[src/lbs_pkg.sv]
package lbs_pkg;

	localparam int STEP_W = 8;
	localparam int PIN_W  = 8;
	localparam int MODE_W = 2;
	localparam int MS_W   = 16;
	localparam int KIND_W = 2;
	localparam int SLOT_W = 4;

	localparam logic [STEP_W-1:0] STEP_RESET = 8'd10;

	localparam logic OP_TICK   = 1'b0;
	localparam logic OP_INSERT = 1'b1;

	localparam logic [MODE_W-1:0] MODE_ONE_SHOT = 2'd0;
	localparam logic [MODE_W-1:0] MODE_COUNTED  = 2'd1;
	localparam logic [MODE_W-1:0] MODE_ENDLESS  = 2'd2;

	localparam logic [KIND_W-1:0] KIND_INSERTED = 2'd0;
	localparam logic [KIND_W-1:0] KIND_FULL     = 2'd1;
	localparam logic [KIND_W-1:0] KIND_LEVEL    = 2'd2;

	typedef struct packed {
		logic              running;
		logic [MODE_W-1:0] mode;
		logic              started;
		logic              lit;
		logic [PIN_W-1:0]  pin;
		logic [MS_W-1:0]   on_reload;
		logic [MS_W-1:0]   off_reload;
		logic [MS_W-1:0]   on_left;
		logic [MS_W-1:0]   off_left;
		logic [MS_W-1:0]   blinks_left;
	} slot_rec_t;

	typedef struct packed {
		logic              op;
		logic [PIN_W-1:0]  pin;
		logic [MODE_W-1:0] mode;
		logic [MS_W-1:0]   on_ms;
		logic [MS_W-1:0]   off_ms;
		logic [MS_W-1:0]   blink_count;
	} item_t;

	typedef struct packed {
		logic claim;
		logic change;
		logic level;
	} slot_ev_t;

	typedef struct packed {
		logic [KIND_W-1:0] kind;
		logic [SLOT_W-1:0] slot;
		logic [PIN_W-1:0]  pin_out;
		logic              level;
		logic              last;
	} result_t;

endpackage

[src/lbs_slot_proc.sv]
module lbs_slot_proc import lbs_pkg::*; (
	input  slot_rec_t         cur,
	input  item_t             item,
	input  logic [STEP_W-1:0] step,
	input  logic              found,
	output slot_rec_t         nxt,
	output slot_ev_t          ev
);

	logic [MS_W:0]   twice_step;
	logic [MS_W-1:0] step_ext;
	logic            on_exp;
	logic            off_exp;
	logic [MS_W-1:0] on_dec;
	logic [MS_W-1:0] off_dec;
	logic [MS_W-1:0] blinks_dec;

	// a phase expires when below the step now or after the subtraction
	assign twice_step = {{(MS_W-STEP_W){1'b0}}, step, 1'b0};
	assign step_ext   = {{(MS_W-STEP_W){1'b0}}, step};
	assign on_exp     = {1'b0, cur.on_left} < twice_step;
	assign off_exp    = {1'b0, cur.off_left} < twice_step;
	assign on_dec     = cur.on_left - step_ext;
	assign off_dec    = cur.off_left - step_ext;
	assign blinks_dec = cur.blinks_left - MS_W'(1);

	always_comb begin
		nxt = cur;
		ev  = '0;
		if (item.op == OP_INSERT) begin
			if (!found && !cur.running) begin
				ev.claim        = 1'b1;
				nxt.running     = 1'b1;
				nxt.mode        = item.mode;
				nxt.started     = 1'b0;
				nxt.lit         = 1'b0;
				nxt.pin         = item.pin;
				nxt.on_reload   = item.on_ms;
				nxt.on_left     = item.on_ms;
				nxt.off_reload  = (item.mode != MODE_ONE_SHOT) ? item.off_ms : '0;
				nxt.off_left    = (item.mode != MODE_ONE_SHOT) ? item.off_ms : '0;
				nxt.blinks_left = (item.mode == MODE_COUNTED) ? item.blink_count : '0;
			end
		end else if (cur.running) begin
			if (!cur.started) begin
				nxt.started = 1'b1;
				nxt.lit     = 1'b1;
				ev.change   = 1'b1;
				ev.level    = 1'b1;
			end else if (cur.mode == MODE_ONE_SHOT) begin
				if (on_exp) begin
					ev.change   = 1'b1;
					nxt.running = 1'b0;
					nxt.lit     = 1'b0;
				end else begin
					nxt.on_left = on_dec;
				end
			end else if (cur.lit) begin
				if (on_exp) begin
					ev.change = 1'b1;
					nxt.lit   = 1'b0;
					if (cur.mode == MODE_COUNTED) begin
						nxt.blinks_left = blinks_dec;
						if (blinks_dec == '0) begin
							nxt.running = 1'b0;
						end else begin
							nxt.on_left = cur.on_reload;
						end
					end else begin
						nxt.on_left = cur.on_reload;
					end
				end else begin
					nxt.on_left = on_dec;
				end
			end else begin
				if (off_exp) begin
					ev.change    = 1'b1;
					ev.level     = 1'b1;
					nxt.lit      = 1'b1;
					nxt.off_left = cur.off_reload;
				end else begin
					nxt.off_left = off_dec;
				end
			end
		end
	end

endmodule

[config.mk]
export PLATFORM = sky130hd
export DESIGN_NAME = lbs_slot_proc
export DESIGN_NICKNAME = d
export VERILOG_FILES = /design/src/lbs_pkg.sv /design/src/lbs_slot_proc.sv
export SDC_FILE = /design/constraint.sdc
export NUM_CORES = 1
export LEC_CHECK = 0
export BUFFER_PORTS_ARGS = -buffer_cell sky130_fd_sc_hd__buf_2
export CAP_MARGIN = 10
export CORE_AREA = 2 2 99 101
export DETAILED_ROUTE_END_ITERATION = 16
export DIE_AREA = 0 0 101 103
export GPL_ROUTABILITY_DRIVEN = 1
export PLACE_DENSITY = 0.83
export SETUP_SLACK_MARGIN = 0.5
export SLEW_MARGIN = 15
export SYNTH_ARGS = -nofsm -noshare
export SYNTH_HDL_FRONTEND = slang
export SYNTH_SLANG_ARGS = --single-unit
[constraint.sdc]
create_clock -name vclk -period 3.9
set_clock_uncertainty 0.1 [all_clocks]
set_input_delay 0.39 -clock vclk [all_inputs]
set_output_delay 0.39 -clock vclk [all_outputs]
set_load 0.02 [all_outputs]
---- Word level (Yosys, flattened, before mapping) ----
Index checks and enable logic that the tools add are counted.
W data, S select, Z words.
cells by class
  add/sub/neg operators ................... 3
  multiply operators ...................... 0
  div/mod/pow operators ................... 0
  order comparisons ....................... 2
  equal/unequal tests ..................... 2
  shift operators ......................... 0
  multiplexer cells ....................... 47
  bitwise gates (word level) .............. 0
  reduce and logical (&&, ||, !) cells .... 6
operators by type and width
  cell                     number
  $mux W16                 13
  $mux W48                 3
  $mux W93                 1
  $mux W40                 1
  $lt A16 B9 Y1            2
  $mux W32                 1
  $sub A16 B8 Y16          2
  $mux W1                  21
  $logic_not A16 Y1        1
  $sub A16 B1 Y16 const B  1
  $mux W2                  7
  $eq A2 B1 Y1 const B     2
  $logic_not A1 Y1         2
  $logic_not A2 Y1         1
  $reduce_bool A2 Y1       1
  $logic_and A1 B1 Y1      1
storage, ports and cells
  register bits after elaboration ......... 0
  bits in latches ......................... 0
  bits in writable memories ............... 0
  ROM bits ................................ 0
  input bits .............................. 161
  output and inout port bits .............. 96
  word-level logic and storage cells ...... 60
  memories kept ........................... 0

---- Longest topological paths before layout ----
  depth after elaboration ................. 10
  depth in mapped cells ................... 11
  gate-level depth less buffers ........... 10

---- Least setup slack after synthesis ----
Ideal clock, no wire load.
  path type ............................... input -> output
  from .................................... input port step[1]
  to ...................................... output port nxt[12] (netlist bit)
  arrival ................................. 2.743 ns
  required time ........................... 3.410 ns
  slack ................................... 0.667 ns
  stages on the path ...................... 9
  path buffers ............................ 1
  cell sequence ........................... inv_1 ha_1 a2111oi_0 o311ai_0 a21oi_1 buf_2 nand4_1 xor2_1 o21ai_0
RTL lines
  what                RTL line            source
  start: declaration  lbs_slot_proc.sv:4  input logic [STEP_W-1:0] step,
  end: declaration    lbs_slot_proc.sv:6  output slot_rec_t nxt,

==> impl_metrics.ini <==
[status]
status = finished clean

[critical_path]
critPathCaptureType = output pin
arrival_ns = 2.88
critPathKind = input port to output pin
cp_max_fo = 17
cp-start-kind = input port
crit_required_ns = 3.41

[placed_design]
dp_cells = 1040
numPortBuffers = 257
place_ws_ns = 0.2889
post_dp_cell_area_um2 = 5613
hpwlAfterDp_mm = 14.30
routabilityCongestion = 0.9693

[timing]
report.final.slew_viol_count = 0
hold_viol = 0
finalSetupTns_ns = 0
finalSetupViolCount = 0
period_share = 0.8635
relSlewSlack = 0.5191
tightestPinTransition_ns = 0.7158
max_freq_mhz = 296.9
grt_setup_unrepaired = true
period_minus_slack_ns = 3.368
fin_ws_ns = 0.5323

[hold_path]
worstHoldStart = item[57]
hold_depth = 4
hold_class = input port to output pin
min_to = nxt[87]

[routing]
drt-initial-drc-count = 510
ant_nets = 0
vias_per_cell = 6.265
avgRoutedWirePerCell_um = 17.50
vias = 6541
first_pass_iters = 6
drc = 0
postRouteWirelength_mm = 18.27

[yosys]
ys_warn_count = 0
synthCells = 689
seq_area_frac_synth = 0
syn_area_um2 = 4192
syn_area_per_cell_um2 = 6.083
synth_cell_types = 72
syn_nets = 884

[power]
p_seq_frac = 0
finalPower_mw = 0.7708
internal_power_mw = 0.2977
clock_power_share = 0
power_switching_mw = 0.4730
power-per-cell-area_nw_per_um2 = 135.0
combPwrFrac = 1.000
switching_share = 0.6137
p_leak_nw = 2.800
vdd_drop_max_mv = 0.07032

[global_route]
grt_overflow = 0
track_usage = 0.3226
grt_max_degree = 35
antenna_found_initial = 0
grt_pass1_wl_mm = 27.63
grt_pass1_vias = 5710

[floorplanning]
die-area_um2 = 10400
io_pins = 257
core_area_um2 = 9459
start_util = 0.4431
rows = 36
die_x_um = 101
die_y_um = 103

[final_layout]
multi_input_area_um2 = 3973
final.clkbuf_count = 0
num_antenna_cells = 0
stdcell_count = 1044
ff_latch_area_um2 = 0
fillers = 975
areaGrowthSynthToFinish_pct = 36.21
drive_gt1_frac = 0.3430
final_area_um2 = 5709
nets = 1127
seq_cells = 0

[clock_network]
cts_hold_buf = 0

[flow_run]
drv_cap = 0
-- per-layer routing --
layer	track usage	share of wire	up-vias	wire, um
li1	-	-	3066	-
met1	0.4237	0.40	2994	7261
met2	0.5713	0.47	427	8640
met3	0.02441	0.10	54	1882
met4	0.08524	0.027	0	489
met5	0	0	-	0
-- power groups by stage --
stage | clock network [mW] | logic [mW] | registers [mW]
final | 0 | 0.771 | 0
after global routing | 0 | 0.835 | 0
after CTS | 0 | 0.744 | 0
after detailed placement | 0 | 0.740 | 0
after global placement | 0 | 0.733 | 0
after floorplan | 0 | 0.452 | 0
-- synthesized netlist by cell type, drive strengths merged (4+ instances only) --
cell type	count	area share
a211oi	13	0.023
a21boi	7	0.013
a21o	9	0.016
a21oi	36	0.043
a221o	5	0.012
a22o	13	0.027
a22oi	13	0.023
a31oi	16	0.024
a32oi	10	0.021
and3	6	0.0093
buf	12	0.018
clkbuf	32	0.029
ha	32	0.096
inv	25	0.022
mux2	4	0.011
mux2i	10	0.024
nand2	148	0.13
nand2b	7	0.010
nand3	19	0.023
nand4	14	0.022
nor2	58	0.052
nor2b	9	0.013
nor3	17	0.023
nor3b	5	0.0090
nor4	6	0.010
o2111ai	8	0.017
o211ai	5	0.0090
o21a	7	0.013
o21ai	45	0.054
o22ai	4	0.0060
o311ai	4	0.0084
o31ai	14	0.025
or2	5	0.0075
or3	5	0.0075
xnor2	9	0.019
xor2	14	0.029
-- how the worst max path moves through the flow --
| stage | cells after the start | endpoint | from |
|---|---|---|---|
| 4_1_cts | 11 | nxt[32] | cur[1] |
| 2_1_floorplan | 9 | nxt[12] | step[1] |
| 6_report | 10 | nxt[35] | cur[42] |
| 3_3_place_gp | 10 | nxt[32] | step[1] |
| 3_5_place_dp | 10 | nxt[32] | step[1] |
| 5_1_grt | 10 | nxt[32] | step[1] |
-- logic make-up after synthesis --
| logic type | share of synthesized area |
|---|---|
| compound gates | 0.3890 |
| xor+xnor | 0.04806 |
| fa+ha+maj | 0.1051 |
| buf+inv | 0.07015 |
| mux | 0.03463 |
| simple gates | 0.3531 |
-- timing repair --
action	in CTS	in global routing
setup endpoints to repair	12	35
resized for setup	2	18
setup buffers	2	2
pin swaps	1	4
-- critical path: stages --
cell and delay (ns):
buf_2 0.16, nor3_1 0.61, nand2_1 0.15, o21ai_0 0.45
nand2_1 0.10, buf_4 0.22, a211oi_1 0.29, o311ai_0 0.19
nand4_1 0.13, buf_2 0.17
-- through the flow --
stage	util	hold slack, ns
finish	0.6036	0.9827
global route	0.6036	1.005
floorplan	-	0.8412
global placement	0.5934	0.9778
detailed placement	0.5934	0.9823
CTS	0.5951	0.9838
-- area by class of cell --
class,instances,share of cell area
Tap cell,114,0.02498
Multi-Input combinational cell,619,0.6958
Timing Repair Buffer,285,0.2621
Inverter,26,0.01709
-- placed cells by master, fill, tap and decap left out, types with 14 or more instances in the layout --
cell     instances
buf_2          257
inv_1           24
xor2_1          14
nand2_1        147
o21ai_0         44
nor3_1          16
nor2_1          55
ha_1            31
a21oi_1         35
a31oi_1         15
buf_4           28
nand3_1         19
(Power assumes the default switching activity.)
