**src/lbs_pkg.sv**
```systemverilog
package lbs_pkg;

	localparam int STEP_W = 8;
	localparam int PIN_W  = 8;
	localparam int MODE_W = 2;
	localparam int MS_W   = 16;
	localparam int KIND_W = 2;
	localparam int SLOT_W = 4;

	localparam logic [STEP_W-1:0] STEP_RESET = 8'd10;

	localparam logic OP_TICK   = 1'b0;
	localparam logic OP_INSERT = 1'b1;

	localparam logic [MODE_W-1:0] MODE_ONE_SHOT = 2'd0;
	localparam logic [MODE_W-1:0] MODE_COUNTED  = 2'd1;
	localparam logic [MODE_W-1:0] MODE_ENDLESS  = 2'd2;

	localparam logic [KIND_W-1:0] KIND_INSERTED = 2'd0;
	localparam logic [KIND_W-1:0] KIND_FULL     = 2'd1;
	localparam logic [KIND_W-1:0] KIND_LEVEL    = 2'd2;

	typedef struct packed {
		logic              running;
		logic [MODE_W-1:0] mode;
		logic              started;
		logic              lit;
		logic [PIN_W-1:0]  pin;
		logic [MS_W-1:0]   on_reload;
		logic [MS_W-1:0]   off_reload;
		logic [MS_W-1:0]   on_left;
		logic [MS_W-1:0]   off_left;
		logic [MS_W-1:0]   blinks_left;
	} slot_rec_t;

	typedef struct packed {
		logic              op;
		logic [PIN_W-1:0]  pin;
		logic [MODE_W-1:0] mode;
		logic [MS_W-1:0]   on_ms;
		logic [MS_W-1:0]   off_ms;
		logic [MS_W-1:0]   blink_count;
	} item_t;

	typedef struct packed {
		logic claim;
		logic change;
		logic level;
	} slot_ev_t;

	typedef struct packed {
		logic [KIND_W-1:0] kind;
		logic [SLOT_W-1:0] slot;
		logic [PIN_W-1:0]  pin_out;
		logic              level;
		logic              last;
	} result_t;

endpackage

```
**src/lbs_cell.sv**
```systemverilog
module lbs_cell import lbs_pkg::*; (
	input  logic      clk,
	input  logic      arst_n,
	input  logic      shift,
	input  slot_rec_t d,
	output slot_rec_t q
);

	slot_rec_t rec_q;

	// whole record clears at reset, so an idle slot reads as all zero
	always_ff @(posedge clk or negedge arst_n) begin
		if (!arst_n) begin
			rec_q <= '0;
		end else if (shift) begin
			rec_q <= d;
		end
	end

	assign q = rec_q;

endmodule

```
**config.mk**
```make
export PLATFORM = sky130hd
export DESIGN_NAME = lbs_cell
export DESIGN_NICKNAME = d
export VERILOG_FILES = /design/src/lbs_pkg.sv /design/src/lbs_cell.sv
export SDC_FILE = /design/constraint.sdc
export NUM_CORES = 1
export LEC_CHECK = 0
export BUFFER_PORTS_ARGS = -buffer_cell sky130_fd_sc_hd__buf_2
export CELL_PAD_IN_SITES_DETAIL_PLACEMENT = 1
export CELL_PAD_IN_SITES_GLOBAL_PLACEMENT = 2
export CORE_ASPECT_RATIO = 1.1
export CORE_MARGIN = 2
export CORE_UTILIZATION = 30
export CTS_CLUSTER_DIAMETER = 60
export DETAILED_ROUTE_END_ITERATION = 10
export GPL_ROUTABILITY_DRIVEN = 0
export GPL_TIMING_DRIVEN = 0
export PLACE_DENSITY = 0.8
export REMOVE_ABC_BUFFERS = 1
export SLEW_MARGIN = 0
export SYNTH_ARGS = -nofsm -noshare
export SYNTH_HDL_FRONTEND = slang
export SYNTH_SLANG_ARGS = --single-unit
```
**constraint.sdc**
```tcl
create_clock -name clk -period 0.9 [get_ports clk]
set_input_delay 0.045 -clock clk [delete_from_list [all_inputs] [get_ports clk]]
set_output_delay 0.045 -clock clk [all_outputs]
set_load 0.02 [all_outputs]
```
### Word-level counts from Yosys, hierarchy flattened

Index checks and enable logic that the tools add are counted.

* flip-flop bits (word level): 93
* output and inout bits: 93
* word-level logic and storage cells: 10

### Longest topological paths before layout

Gate-level depths: netlist of the first run.

* word-level depth: 0
* depth in mapped cells: 3
* depth with buffers taken out: 1

### Worst setup path after synthesis of the first run

No wires, ideal clock.

* path kind: register to register
* start: reg q[0] (netlist name)
* end: reg rec_q (netlist bit q[0])
* setup time: 0.125 ns
* data arrival time: 0.710 ns
* setup slack: 0.065 ns
* cell stages (with the launch flop): 2
* buffers on the path: 0
* clock period less this slack: 0.835 ns
* cell sequence: dfrtp_1 -> mux2_4

RTL lines
* to (signal assigned): line lbs_cell.sv:14 `rec_q <= '0;`
* to (signal assigned): line lbs_cell.sv:16 `rec_q <= d;`
* to (decl): line lbs_cell.sv:9 `slot_rec_t rec_q;`

### Worst setup path in the final report of the first run

* start: reg rec_q (netlist bit q[80])
* end: out q[80] in the netlist's numbering

RTL lines
* to (decl): line lbs_cell.sv:6 `output slot_rec_t q`

No word-level cell between the ends.

==> summary.txt, run 1 <==
Synth
  – Top FF cell, synth: sky130_fd_sc_hd__dfrtp_1
  – Gate count after technology mapping: just under 200
  – EDFF count, synth: 0
  – Count leader, synth: sky130_fd_sc_hd__dfrtp_1
  – Combined area of all synthesized cells: between 0.003 and 0.004 sq mm
  – Cell variety after synth: 6
  – Main combinational cell family by area after synthesis: multiplexers
  – Cell types with the largest area share after synthesis: sky130_fd_sc_hd__dfrtp_1, sky130_fd_sc_hd__mux2_4, sky130_fd_sc_hd__mux2_2
  – Syn avg cell area: 19.0 sq um
  – Count of state elements after synthesis: 93
  – Mux cell area share after synthesis: 0.351
  – Post-synthesis share of cell area spent on full adders, half adders and majority gates: 0
  – Synth async-reset ratio: 1.00
  – Yosys warning count: 0
  – Share of synthesized area occupied by flip-flops and latches: 0.623
  – Top cell types by occurrence after synthesis: sky130_fd_sc_hd__dfrtp_1, sky130_fd_sc_hd__mux2_4, sky130_fd_sc_hd__mux2_2
  – Compound-gate portion of the synthesized area: 0
  – Share of the synthesized area in the top cell type: 0.623
  – Post-synthesis share of cell area spent on and, or, nand and nor gates: 0
  – Leading area contributor after synthesis: sky130_fd_sc_hd__dfrtp_1
  – Xor and xnor fraction of the mapped netlist area: 0

Floorplan
  – Die ar.: 0.0134 sq mm
  – Number of placement rows: 42
  – Ports placed on the boundary: 189
  – Initial Utilization: 0.309
  – Die boundary height: ~120 um
  – Die X-Extent: 110 um
  – Area of the core region: approximately 0.012 sq mm

Timing
  – Number of hold violations in the final report: 43
  – Setup TNS: -1.44 ns
  – Final critical path time including I/O delays and setup: roughly 0.94 ns
  – Final worst clock skew: 0 ns
  – Part of the cycle the worst path needs: 1.04
  – Final setup violation count: 108
  – Transition at the pin with the smallest max-transition slack: around 0.59 ns
  – Setup repair after global routing missed its margin: yes
  – Max frequency: roughly 1100 MHz
  – Final-report max-slew violation count: 0
  – Relative slew slack: 0.606
  – Hold slack: -0.291 ns
  – Worst setup slack after layout: -0.0388 ns

Setup path
  – Cell depth of the worst setup path: 1
  – Cell family with most CP delay: flip-flops
  – Category of the most critical setup path: flip-flop to output pin
  – Path depth of the worst reg2reg path: 2
  – CP cell instances: buf_6
  – Required time of the critical path: 0.85 ns
  – FF-to-FF Start: q[83]
  – Worst Setup End Kind: output pin
  – CP max stage cell: sky130_fd_sc_hd__dfrtp_1
  – Worst Path Max Fanout: 2
  – Worst Setup Start Kind: flip-flop
  – Critical path startpoint: q[80]
  – Slowest cell delay on critical path: 0.42 ns
  – Buffers plus inverters on the worst setup path: 1
  – Critical path arrival: 0.89 ns

Cells and area
  – Utilization after layout: 0.590
  – Fraction of layout cells with a size suffix above 1: 0.647
  – Synth-to-Final Area Change: 91.0%
  – Final nets: ~620
  – Antenna diode instance count: 0
  – Largest register FFs: 93

Power
  – Total power: 12700 uW
  – Maximum VDD drop: roughly 0.81 mV
  – Areal power density over the cells: ~1800 mW/mm^2
  – Total leakage power: roughly 0.0035 uW

Global route
  – Total gr overflow: 0
  – Largest net degree at the start of global routing: 52
  – GRT Overall Usage: 0.195
  – Vias in the first global route: approximately 3600
  – Initial antenna violation count: 0
  – Wire length of the first global-routing pass: ~19000 um

Drt
  – Initial DRT Pass Iterations: 3
  – Number of antenna-violating nets in the routed design: 0
  – Per-cell via count in the routed design: 4.37
  – Drt drc: 0
  – Wire length per cell after detailed routing: between 15 and 20 um
  – Wire length reported by the detailed router: around 13000 um
  – Count of vias placed by the detailed router: 3005
  – DRC violation total after the first TritonRoute iteration: just over 100

Place
  – DP HPWL: between 6000 and 7000 um
  – Count of input and output buffers: ~190

Clock tree
  – Number of hold-repair buffers added at the cts stage: 93
  – Deepest level of the CTS H-tree: 3
  – Clock latency reported for the late side of the worst-skew pair: approximately 0.33 ns
  – Clock sink count: 93
  – Buffer type at the clock tree root: sky130_fd_sc_hd__clkbuf_16
  – CTS buffer count: 9
  – TritonCTS clock tree: yes
  – Clock transition at path regs: ~0.070 ns
  – Buffer levels on the longest clock path: 2

Run status
  – Run status: complete, but fails checks
  – Violated checks: negative hold slack, negative setup slack

Run
  – Max-capacitance violation count: 0

Worst hold path
  – Hold crit path type: input pin to asynchronous set/reset pin
==> path summary, 6_finish.rpt <==
check / to / slack [ns]
hold / removal: q[20] / -0.29
setup / recovery: q[80] / -0.04
min in group clk: q[85] / 0.18
max in group asynchronous: q[42] / 0.53
hold reg to reg: q[47] / 0.53
setup reg to reg: q[83] / -0.03
==> metrics by stage <==
step / cell area (sq um) / hold slack [ns] / setup slack, ns / std cells
after global routing: 7130 / -0.253 / -0.0663 / 687
after global placement: 4770 / 0.277 / -1.70 / 528
after floorplan: 3640 / -0.251 / 0.0653 / 186
after detailed placement: 4830 / 0.0898 / -0.521 / 530
after CTS: 6950 / -0.277 / -0.0396 / 673
final: 7130 / -0.291 / -0.0388 / 687
==> placed cells by master (no fill, tap or decap), drive strengths merged <==
cell | synthesis | routed
mux2 | 93 | 93
dfrtp | 93 | 93
clkbuf | 0 | 13
bufinv | 0 | 3
clkinv | 0 | 1
buf | 10 | 237
dlygate4sd3 | 0 | 93
==> power by group <==
group	internal, uW	switching (uW)
logic	2060	1310
registers	4600	347
clock network	2790	1570
==> metal layers <==
metal | share of wire | GRT usage | wire length, um | up-vias
met4 | 0.022 | 0.0680 | 284 | 0
met3 | 0.045 | 0.0430 | 582 | 19
met1 | 0.33 | 0.190 | 4330 | 1535
met2 | 0.60 | 0.388 | 7760 | 104
met5 | 0 | 0 | 0 | -
li1 | - | - | - | 1347
==> logic make-up after synthesis <==
| kind of cell | Yosys count |
|---|---|
| buffers and inverters | 10 |
| flip-flops | 93 |
| multiplexers | 93 |
==> cell type report <==
type,instances,area (sq um)
Clock buffer,12,246
Fill cell,1177,4950
Multi-Input combinational cell,93,1310
Tap cell,154,193
Timing Repair Buffer,331,2960
Clock inverter,4,95.1
Sequential cell,93,2330
==> repair_timing <==
action,in CTS,in global routing
setup buffers,34,13
gates cloned,0,1
resized for setup,188,15
endpoints found under the setup margin,144,129
endpoints found under the hold margin,136,43
pin swaps,0,0
No activity file was read; power rests on OpenSTA's default activity.
==> inputs of run 2 (changes only) <==
--- a/config.mk
+++ b/config.mk
@@ -15,7 +15,7 @@
 export DETAILED_ROUTE_END_ITERATION = 10
 export GPL_ROUTABILITY_DRIVEN = 0
 export GPL_TIMING_DRIVEN = 0
-export PLACE_DENSITY = 0.8
+export PLACE_DENSITY_LB_ADDON = 0.1
 export REMOVE_ABC_BUFFERS = 1
 export SLEW_MARGIN = 0
 export SYNTH_ARGS = -nofsm -noshare
==> summary.txt, run 2 (same netlist as run 1, synthesis figures left out) <==
Setup path
  – Worst Path Max Fanout: 2
  – Required time of the critical path: 0.85 ns
  – Worst Setup End Kind: output pin
  – CP cell instances: buf_6
  – Slowest cell delay on critical path: about 0.41 ns
  – Buffers plus inverters on the worst setup path: 1
  – CP max stage cell: sky130_fd_sc_hd__dfrtp_1
  – Cell family with most CP delay: flip-flops
  – Category of the most critical setup path: flip-flop to output pin
  – Worst Setup Start Kind: flip-flop
  – Critical path arrival: roughly 0.9 ns

Global route
  – Wire length of the first global-routing pass: approximately 18000 um
  – Initial antenna violation count: 0
  – Total gr overflow: 0
  – GRT Overall Usage: 0.177
  – Vias in the first global route: 3357
  – Largest net degree at the start of global routing: 53

Cells and area
  – Antenna diode instance count: 0
  – Most frequent cells in the layout: sky130_fd_sc_hd__buf_6, sky130_fd_sc_hd__dlygate4sd3_1, sky130_fd_sc_hd__buf_2, sky130_fd_sc_hd__dfrtp_1, sky130_fd_sc_hd__mux2_4
  – Leading cell type in the layout, fill and taps excluded: sky130_fd_sc_hd__buf_6
  – Number of filler cells placed in the layout: ~1200
  – Number of cells in the finished layout apart from fillers: 685
  – Largest register FFs: 93
  – Fraction of layout cells with a size suffix above 1: 0.644
  – Utilization after layout: 0.585
  – Synth-to-Final Area Change: 89.5%
  – Final nets: about 620

Power
  – Proportion of power drawn by the clock network: 0.315
  – Total leakage power: between 0.003 and 0.004 uW
  – Int Pwr: 8960 uW
  – Switching power of the nets: roughly 3100 uW
  – Switching portion of total power: 0.257
  – Logic gate share of total power: 0.276
  – Areal power density over the cells: 1700 mW/mm^2
  – Flop pwr share: 0.409
  – Maximum VDD drop: 1.13 mV

Clock tree
  – CTS buffer count: 9
  – Deepest level of the CTS H-tree: 3
  – Clock latency reported for the late side of the worst-skew pair: 0.34 ns
  – TritonCTS clock tree: yes
  – Clock sink count: just over 90
  – Number of hold-repair buffers added at the cts stage: 93
  – Buffer type at the clock tree root: sky130_fd_sc_hd__clkbuf_16
  – Clock transition at path regs: 0.06 ns
  – Buffer levels on the longest clock path: 2

Place
  – DP HPWL: around 6400 um
  – Pre-CTS worst setup slack: -0.554 ns
  – Count of input and output buffers: roughly 190
  – Number of placed instances, taps included: 530

Timing
  – Max frequency: about 1100 MHz
  – Final worst clock skew: 0 ns
  – Transition at the pin with the smallest max-transition slack: approximately 0.57 ns
  – Final critical path time including I/O delays and setup: between 0.9 and 1 ns
  – Final-report max-slew violation count: 0
  – Hold slack: -0.304 ns
  – Number of hold violations in the final report: between 40 and 50
  – Setup TNS: -1.45 ns
  – Part of the cycle the worst path needs: 1.05
  – Worst setup slack after layout: -0.0412 ns
  – Setup repair after global routing missed its margin: yes
  – Relative slew slack: 0.618
  – Final setup violation count: around 100

Floorplan
  – Number of placement rows: 42
  – Initial Utilization: 0.309
  – Die ar.: 0.0134 sq mm
  – Die X-Extent: about 110 um
  – Area of the core region: approximately 0.012 sq mm
  – Ports placed on the boundary: approximately 190
  – Die boundary height: approximately 120 um

Run
  – Max-capacitance violation count: 0

Drt
  – Wire length reported by the detailed router: 11600 um
  – Initial DRT Pass Iterations: 3
  – Count of vias placed by the detailed router: 2915
  – Wire length per cell after detailed routing: 17.0 um
  – Number of antenna-violating nets in the routed design: 0
  – Per-cell via count in the routed design: around 4.3
  – DRC violation total after the first TritonRoute iteration: between 80 and 90
  – Drt drc: 0

Worst hold path
  – Hold crit path type: input pin to asynchronous set/reset pin

Run status
  – Run status: complete, but fails checks
  – Violated checks: negative hold slack, negative setup slack
==> run 2: worst paths after layout <==
path | start | endpoint | slack [ns] | cells after the start
min in group clk | shift | q[68] | 0.19 | 2
max | q[58] | q[58] | -0.04 | 1
min reg2reg | q[16] | q[16] | 0.53 | 1
min | arst_n | q[86] | -0.30 | 1
max reg2reg | q[69] | q[69] | -0.02 | 2
max in group asynchronous | arst_n | q[84] | 0.55 | 2
==> run 2: metrics by stage <==
stage	hold slack, ns	power (uW)	instance area [sq um]
global route	-0.264	12600	7070
CTS	-0.283	12000	6870
floorplan	-0.251	6040	3640
global placement	0.276	7000	4770
detailed placement	0.0843	7020	4830
finish	-0.304	12100	7070
==> run 2: power by group through the flow <==
stage               registers [uW]  logic (uW)  clock network, uW
finish                        4940        3330               3800
global route                  4980        3520               4110
CTS                           4910        3150               3940
detailed placement            4880        2140                  0
global placement              4870        2130                  0
floorplan                     5420         624                  0
==> run 2: final cells by class <==
class | count | area, sq um | area share
well taps | 154 | 193 | 0.0272
clock inverters | 1 | 30.0 | 0.00424
multi-input cells | 93 | 1320 | 0.186
clock buffers | 14 | 264 | 0.0373
flip-flops and latches | 93 | 2330 | 0.329
repair buffers | 330 | 2940 | 0.416
==> run 2: per-layer routing <==
metal	global-route usage	wire [um]
met5	0	0
met4	0.0648	193
met3	0.0618	904
met2	0.320	6410
met1	0.187	4140
==> run 2: what timing repair did <==
item / in CTS / in global routing
setup buffers: 29 / 18
hold endpoints to repair: 134 / 41
gates resized for setup: 188 / 18
endpoints found under the setup margin: 135 / 121
